[src/design/vvi_ptc_pkg.sv]
// ---------------------------------------------------------------------------
// VVI pacing timing package
// Shared types, register indexes and default widths for the timing block.
// ---------------------------------------------------------------------------
package vvi_ptc_pkg;

  localparam int TIMER_BITS_DEF = 12;
  localparam int REG_BITS       = 12;
  localparam int IDX_BITS       = 8;
  localparam int IN_DATA_BITS   = 8;
  localparam int OUT_DATA_BITS  = 8;

  localparam logic [REG_BITS-1:0] REG_RESET = 12'd1000;

  localparam logic [IDX_BITS-1:0] REG_LOWER_RATE = 8'd0;
  localparam logic [IDX_BITS-1:0] REG_PACE_WIDTH = 8'd1;
  localparam logic [IDX_BITS-1:0] REG_BLANKING   = 8'd2;
  localparam logic [IDX_BITS-1:0] REG_REFRACTORY = 8'd3;

  typedef enum logic [1:0] {
    PH_WAIT  = 2'd0,
    PH_PACE  = 2'd1,
    PH_BLANK = 2'd2,
    PH_REFR  = 2'd3
  } phase_t;

  typedef struct packed {
    logic [REG_BITS-1:0] lower_rate_interval;
    logic [REG_BITS-1:0] pace_width;
    logic [REG_BITS-1:0] blanking_interval;
    logic [REG_BITS-1:0] refractory_interval;
  } cfg_t;

  typedef struct packed {
    phase_t phase;
    logic   sensor_enabled;
    logic   pace_on;
  } res_t;

endpackage

[src/design/vvi_ptc_cfg_regs.sv]
// ---------------------------------------------------------------------------
// Configuration registers
// Holds the four interval registers written through the configuration port.
// ---------------------------------------------------------------------------
module vvi_ptc_cfg_regs
  import vvi_ptc_pkg::*;
(
  input  logic                clk,
  input  logic                rst_n,
  input  logic                wr_en,
  input  logic [IDX_BITS-1:0] wr_index,
  input  logic [REG_BITS-1:0] wr_data,
  output cfg_t                cfg
);

  cfg_t cfg_r;
  cfg_t cfg_nxt;

  always_comb begin
    cfg_nxt = cfg_r;
    if (wr_en) begin
      unique case (wr_index)
        REG_LOWER_RATE: cfg_nxt.lower_rate_interval = wr_data;
        REG_PACE_WIDTH: cfg_nxt.pace_width          = wr_data;
        REG_BLANKING:   cfg_nxt.blanking_interval   = wr_data;
        REG_REFRACTORY: cfg_nxt.refractory_interval = wr_data;
        default:        cfg_nxt = cfg_r;
      endcase
    end
  end

  always_ff @(posedge clk) begin
    if (!rst_n) begin
      cfg_r <= '{REG_RESET, REG_RESET, REG_RESET, REG_RESET};
    end else begin
      cfg_r <= cfg_nxt;
    end
  end

  assign cfg = cfg_r;

endmodule

[src/design/vvi_ptc_in_reg.sv]
// ---------------------------------------------------------------------------
// Input register
// Captures one tick request and holds it until the timing core takes it.
// ---------------------------------------------------------------------------
module vvi_ptc_in_reg
  import vvi_ptc_pkg::*;
(
  input  logic clk,
  input  logic rst_n,
  input  logic in_valid,
  output logic in_ready,
  input  logic in_sensed,
  output logic s1_valid,
  output logic s1_sensed,
  input  logic s1_take
);

  logic valid_r;
  logic valid_nxt;
  logic sensed_r;

  assign in_ready  = !valid_r || s1_take;
  assign valid_nxt = in_ready ? in_valid : valid_r;

  always_ff @(posedge clk) begin
    if (!rst_n) begin
      valid_r <= 1'b0;
    end else begin
      valid_r <= valid_nxt;
    end
  end

  always_ff @(posedge clk) begin
    if (in_ready && in_valid) begin
      sensed_r <= in_sensed;
    end
  end

  assign s1_valid  = valid_r;
  assign s1_sensed = sensed_r;

endmodule

[src/design/vvi_ptc_core.sv]
// ---------------------------------------------------------------------------
// Timing core
// Phase state machine with the lower-rate and phase countdowns.
// ---------------------------------------------------------------------------
module vvi_ptc_core
  import vvi_ptc_pkg::*;
#(
  parameter int TIMER_BITS = TIMER_BITS_DEF
) (
  input  logic clk,
  input  logic rst_n,
  input  logic advance,
  input  logic sensed,
  input  cfg_t cfg,
  output res_t res_nxt
);

  localparam int WB = (TIMER_BITS > REG_BITS) ? TIMER_BITS : REG_BITS;
  localparam logic [TIMER_BITS-1:0] TIMER_MAX = '1;

  function automatic logic [TIMER_BITS-1:0] load_value(input logic [REG_BITS-1:0] v);
    logic [WB-1:0] w;
    w = WB'(v);
    if (w > WB'(TIMER_MAX)) begin
      load_value = TIMER_MAX;
    end else begin
      load_value = TIMER_BITS'(w);
    end
  endfunction

  phase_t                phase_r;
  phase_t                phase_nxt;
  logic [TIMER_BITS-1:0] lr_r;
  logic [TIMER_BITS-1:0] lr_nxt;
  logic [TIMER_BITS-1:0] ph_r;
  logic [TIMER_BITS-1:0] ph_nxt;
  logic                  pace_r;
  logic                  pace_nxt;
  logic                  sensor_r;
  logic                  sensor_nxt;
  logic [TIMER_BITS-1:0] lr_dec;
  logic [TIMER_BITS-1:0] ph_dec;

  assign lr_dec = (lr_r == '0) ? '0 : lr_r - TIMER_BITS'(1);
  assign ph_dec = (ph_r == '0) ? '0 : ph_r - TIMER_BITS'(1);

  always_comb begin
    phase_nxt = phase_r;
    unique case (phase_r)
      PH_WAIT: begin
        if (lr_dec == '0) begin
          phase_nxt = PH_PACE;
        end else if (sensed) begin
          phase_nxt = PH_BLANK;
        end
      end
      PH_PACE: begin
        if (ph_dec == '0) phase_nxt = PH_BLANK;
      end
      PH_BLANK: begin
        if (ph_dec == '0) phase_nxt = PH_REFR;
      end
      PH_REFR: begin
        if (ph_dec == '0) phase_nxt = PH_WAIT;
      end
    endcase
  end

  always_comb begin
    lr_nxt     = lr_dec;
    ph_nxt     = ph_dec;
    pace_nxt   = pace_r;
    sensor_nxt = sensor_r;
    unique case (phase_r)
      PH_WAIT: begin
        if (phase_nxt == PH_PACE) begin
          lr_nxt     = load_value(cfg.lower_rate_interval);
          ph_nxt     = load_value(cfg.pace_width);
          pace_nxt   = 1'b1;
          sensor_nxt = 1'b0;
        end else if (phase_nxt == PH_BLANK) begin
          lr_nxt     = load_value(cfg.lower_rate_interval);
          ph_nxt     = load_value(cfg.blanking_interval);
          sensor_nxt = 1'b0;
        end
      end
      PH_PACE: begin
        if (phase_nxt == PH_BLANK) begin
          pace_nxt = 1'b0;
          ph_nxt   = load_value(cfg.blanking_interval);
        end
      end
      PH_BLANK: begin
        if (phase_nxt == PH_REFR) begin
          sensor_nxt = 1'b1;
          ph_nxt     = load_value(cfg.refractory_interval);
        end
      end
      PH_REFR: begin
      end
    endcase
  end

  always_ff @(posedge clk) begin
    if (!rst_n) begin
      phase_r  <= PH_WAIT;
      lr_r     <= load_value(REG_RESET);
      ph_r     <= '0;
      pace_r   <= 1'b0;
      sensor_r <= 1'b1;
    end else if (advance) begin
      phase_r  <= phase_nxt;
      lr_r     <= lr_nxt;
      ph_r     <= ph_nxt;
      pace_r   <= pace_nxt;
      sensor_r <= sensor_nxt;
    end
  end

  assign res_nxt.phase          = phase_nxt;
  assign res_nxt.sensor_enabled = sensor_nxt;
  assign res_nxt.pace_on        = pace_nxt;

endmodule

[src/design/vvi_ptc_out_reg.sv]
// ---------------------------------------------------------------------------
// Result register
// Holds one result until the downstream side takes it.
// ---------------------------------------------------------------------------
module vvi_ptc_out_reg
  import vvi_ptc_pkg::*;
(
  input  logic clk,
  input  logic rst_n,
  input  logic load,
  input  res_t res_in,
  output logic out_valid,
  input  logic out_ready,
  output logic can_load,
  output res_t res_out
);

  logic valid_r;
  logic valid_nxt;
  res_t res_r;

  assign can_load  = !valid_r || out_ready;
  assign valid_nxt = load ? 1'b1 : (valid_r && !out_ready);

  always_ff @(posedge clk) begin
    if (!rst_n) begin
      valid_r <= 1'b0;
    end else begin
      valid_r <= valid_nxt;
    end
  end

  always_ff @(posedge clk) begin
    if (load) begin
      res_r <= res_in;
    end
  end

  assign out_valid = valid_r;
  assign res_out   = res_r;

endmodule

[src/design/vvi_pacing_timing_controller.sv]
// Flow: a tick waits in the input register, its result in the result register.
// Throughput: one tick per cycle while results are taken; the phase update is
// a single pass of the core. Reset: synchronous, active low; phase waiting,
// lower-rate countdown loaded from the default interval, pace off, sensor
// enabled, the four interval registers at 1000.
// ---------------------------------------------------------------------------
// VVI pacing timing controller
// Input register, timing core and result register with a configuration port.
// ---------------------------------------------------------------------------
module vvi_pacing_timing_controller
  import vvi_ptc_pkg::*;
#(
  parameter int TIMER_BITS = TIMER_BITS_DEF
) (
  input  logic                     clk,
  input  logic                     rst_n,
  input  logic                     in_tvalid,
  output logic                     in_tready,
  // [0] sensed, [7:1] zero
  input  logic [IN_DATA_BITS-1:0]  in_tdata,
  output logic                     out_tvalid,
  input  logic                     out_tready,
  // [0] pace_on, [1] sensor_enabled, [3:2] phase, [7:4] zero
  output logic [OUT_DATA_BITS-1:0] out_tdata,
  input  logic                     cfg_valid,
  output logic                     cfg_ready,
  input  logic [IDX_BITS-1:0]      cfg_index,
  input  logic [REG_BITS-1:0]      cfg_data
);

  cfg_t cfg;
  res_t res_nxt;
  res_t res_q;
  logic s1_valid;
  logic s1_sensed;
  logic can_load;
  logic advance;

  assign cfg_ready = 1'b1;
  assign advance   = s1_valid && can_load;

  vvi_ptc_cfg_regs u_cfg (
    .clk      (clk),
    .rst_n    (rst_n),
    .wr_en    (cfg_valid && cfg_ready),
    .wr_index (cfg_index),
    .wr_data  (cfg_data),
    .cfg      (cfg)
  );

  vvi_ptc_in_reg u_in (
    .clk       (clk),
    .rst_n     (rst_n),
    .in_valid  (in_tvalid),
    .in_ready  (in_tready),
    .in_sensed (in_tdata[0]),
    .s1_valid  (s1_valid),
    .s1_sensed (s1_sensed),
    .s1_take   (advance)
  );

  vvi_ptc_core #(
    .TIMER_BITS (TIMER_BITS)
  ) u_core (
    .clk     (clk),
    .rst_n   (rst_n),
    .advance (advance),
    .sensed  (s1_sensed),
    .cfg     (cfg),
    .res_nxt (res_nxt)
  );

  vvi_ptc_out_reg u_out (
    .clk       (clk),
    .rst_n     (rst_n),
    .load      (advance),
    .res_in    (res_nxt),
    .out_valid (out_tvalid),
    .out_ready (out_tready),
    .can_load  (can_load),
    .res_out   (res_q)
  );

  assign out_tdata = {4'b0000, res_q.phase, res_q.sensor_enabled, res_q.pace_on};

endmodule

[config.mk]
export PLATFORM = sky130hd
export DESIGN_NAME = vvi_pacing_timing_controller
export DESIGN_NICKNAME = d
export VERILOG_FILES = /design/src/design/vvi_ptc_pkg.sv /design/src/design/vvi_ptc_cfg_regs.sv /design/src/design/vvi_ptc_in_reg.sv /design/src/design/vvi_ptc_core.sv /design/src/design/vvi_ptc_out_reg.sv /design/src/design/vvi_pacing_timing_controller.sv
export SDC_FILE = /design/constraint.sdc
export NUM_CORES = 1
export LEC_CHECK = 0
export BUFFER_PORTS_ARGS = -buffer_cell sky130_fd_sc_hd__buf_2
export CAP_MARGIN = 20
export CORE_UTILIZATION = 64
export CTS_CLUSTER_DIAMETER = 150
export DETAILED_ROUTE_END_ITERATION = 8
export PLACE_DENSITY = 0.87
export SLEW_MARGIN = 20
export SYNTH_ARGS = -nofsm -noshare
export SYNTH_HDL_FRONTEND = slang
export SYNTH_SLANG_ARGS = --single-unit
export TNS_END_PERCENT = 20
[constraint.sdc]
create_clock -name clk -period 6.6 [get_ports clk]
set_input_delay 0.99 -clock clk [delete_from_list [all_inputs] [get_ports clk]]
set_output_delay 0.99 -clock clk [all_outputs]
set_load 0.03 [all_outputs]
==> results.cfg <==
[outcome]
status = finished clean

[power_and_ir_drop]
switching_power_mw = 0.436
vdd.ir_drop.worst_uv = 198
p_seq_share_pct = 43.1
intPower_mw = 0.841
pwr-share-clk_pct = 29.6
powerDensity_mw_per_mm2 = 271
swShare_pct = 34.1
power.leakage_nw = 1.94
combPwrFrac_pct = 27.3

[synthesis]
synth_flop_cell = dfxtp_1
synth-seq-cells = 83
synth_area_mm2 = 0.00441
syn_area_per_cell_um2 = 8.38
ys_seq_area_share_pct = 38.8
synthCells = 526
synth.top_cell.area_share_pct = 35.4
synth_cell_type_count = 69
ys_warn_count = 0
yosys.area.top_type = dfxtp_1
synthMostInstantiatedCell = dfxtp_1
synth-edff-count = 5
synthArstFlopShare_pct = 0
ys_top_cells_by_count = dfxtp_1 (78), nand2_1 (76), nor2_1 (56)
synth_area_leaders = dfxtp_1 (35%), mux2i_1 (9.8%), nand2_1 (6.5%), nor2_1 (4.8%), edfxtp_1 (3.4%)

[timing]
finClkSkew_ns = 0.0123
final-max-slew-violation-count = 0
min_period_ns = 3.92
relSlewSlack_pct = 27.0
fin_tns_setup_ns = 0
final.period_utilization_pct = 59.3
fin_ws_ns = 2.68
worst_pin_slew_ns = 1.09
finalSetupViolCount = 0
timing.fmax_mhz = 255
rsz0062_at_grt = no
hold_violations = 0

[floorplan]
fp.dieH_um = 85
die_x_um = 85
placementRows = 29
ios = 44
initial_core_util_pct = 67.9
core_mm2 = 0.00649
die_area_mm2 = 0.00723

[worst_setup_path]
ff2ff_path_depth = 10
r2r_end = u_core.lr_r[1]
start_kind = register
crit_arrival_ns = 4.19
regToRegSetupSlack_ns = 2.68
critical_path.max_stage_delay_ns = 0.73
path_buf_inv = 1
cp.required_ns = 6.88
crit_type = register to register
crit_family = simple AND/OR/NAND/NOR gates
crit_fanout = 29
cp-end-kind = register
r2r_start = u_core.lr_r[0]
worstSetupStartpoint = u_core.lr_r[0]
crit_slowest_cell = a211oi_4
crit_chain = inv_1 > ha_1 > or3b_2 > nor4_1 > mux2_2 > or4_4 > a211oi_4 > nand2_1 > o311a_1 > a211oi_1

[clock_tree]
cts_tree = done
clockRootBuffer = clkbuf_8
post_cts_resized = 0
cts_buffers = 9
path_clk_slew_ns = 0.09
clock_sinks = 83
cts_hold_buf = 0
clock_path_buffers = 2
post_cts_buffers = 0
worstSkewPairLatency_ns = 0.36
cts_max_level = 3

[place]
finalWeightedCongestion = 0.964
io_buffer_count = 31
dpl.cell_count = 601
hpwl_mm = 7.41
pre_cts_slack_ns = 2.75

[routing]
antenna_left = 0
drcViolationCount = 0
drt-total-wl_mm = 11.0
firstDrtPassIters = 5
drt_iter0_markers = 445
vias = 3987
wl_per_cell_um = 17.9
vias_per_cell = 6.46

[global_routing]
grt_max_degree = 35
grt_pass1_wl_mm = 18.0
first_global_vias = 3620
overflow = 0
grt.total_usage_pct = 32.2
antenna_found_initial = 0

[hold_path]
whs_path_depth = 2
hp-class = register to register
min_from = u_cfg.cfg[26]
min_to = u_cfg.cfg[26]

[finish]
nFillCells = 468
multi_input_area_mm2 = 0.00247
antenna_cells = 0
area_growth_pct = 6.70
finalNonFillerCells = 617
final_layout_size_suffix_gt1_share_pct = 13.3
register_area_mm2 = 0.00171
layout.nets = 572

[flow_run]
cap_violations = 0
==> worst reg2reg max path, cell delays in order, from the launching register on <==
cell and delay [ns]:
dfxtp_1 0.36, inv_1 0.11, ha_1 0.23, or3b_2 0.55, nor4_1 0.26, mux2_2 0.40
or4_4 0.71, a211oi_4 0.74, nand2_1 0.13, o311a_1 0.15, a211oi_1 0.20
==> state kept, by name (all words and copies together), names as in the netlist <==
name	cells
u_core.phase_r	2
u_core.pace_r	1
u_in.s1_sensed	1
u_core.lr_r	12
u_out.res_out	4
u_cfg.cfg	48
u_in.s1_valid	1
u_core.sensor_r	1
u_out.out_valid	1
u_core.ph_r	12
==> logic make-up after synthesis <==
kind of cell,after synthesis,synth area share [%]
fa+ha+maj,4,1.14
other cells,2,0.170
flops,83,38.8
buf+inv,52,5.42
simple gates,207,23.0
compound gates,120,18.4
mux,50,11.5
xor+xnor,8,1.59
==> layer usage <==
layer,track usage [%],share of wire (%),vias to the layer above,wire length [um]
met1,43.5,44,1872,4820
met5,0,0,-,0
met3,8.66,7.9,29,875
met4,15.6,3.4,0,378
met2,47.8,45,198,4940
li1,-,-,1888,-
==> how the worst max path moves through the flow <==
stage                      endpoint  slack (ns)  depth (start not counted)
floorplan           u_core.sensor_r        3.27                         13
global placement     u_core.lr_r[0]        2.89                         10
detailed placement   u_core.lr_r[0]        2.75                         10
CTS                  u_core.lr_r[0]        2.74                         10
global route         u_core.ph_r[2]        2.37                         10
finish               u_core.lr_r[1]        2.68                         10
==> final cells by class <==
type | count | share of cell area, %
well taps | 77 | 2.05
repair buffers | 33 | 3.62
clock inverters | 6 | 1.52
flip-flops and latches | 83 | 36.4
clock buffers | 10 | 2.71
multi-input cells | 394 | 52.6
inverters | 14 | 1.12
==> power by group through the flow <==
stage | clock (mW) | combinational [mW] | sequential, mW
CTS | 0.381 | 0.340 | 0.549
global placement | 0 | 0.324 | 0.559
detailed placement | 0 | 0.332 | 0.560
floorplan | 0 | 0.274 | 0.550
global route | 0.404 | 0.382 | 0.553
finish | 0.378 | 0.349 | 0.550
==> stage by stage <==
stage | power, mW | util [%] | hold slack (ns) | instance area [um2]
global route | 1.34 | 72.4 | 0.499 | 4700
CTS | 1.27 | 72.4 | 0.467 | 4700
detailed placement | 0.892 | 69.4 | 0.450 | 4510
finish | 1.28 | 72.4 | 0.468 | 4700
global placement | 0.883 | 69.4 | 0.440 | 4510
floorplan | 0.824 | - | 0.433 | 4420
==> cells in the final DEF, fill, tap and decap left out, drive strengths merged, types with 3 or more instances in the layout <==
master / instances
a211oi: 6
inv: 15
and3: 3
nor3b: 4
a31oi: 5
a211o: 5
xnor2: 8
dfxtp: 78
a21oi: 30
a2bb2oi: 3
nor4b: 3
o211ai: 4
conb: 5
a21o: 4
o22ai: 3
clkinv: 3
mux2: 7
ha: 4
nand2: 77
nand2b: 4
nor3: 13
edfxtp: 5
o31ai: 6
o21ai: 27
nor2: 56
nor2b: 3
nand3: 14
or4: 6
nor4: 8
mux2i: 43
or4b: 4
clkbuf: 10
buf: 33
o221ai: 4
Power figures use the tool's default switching activity.
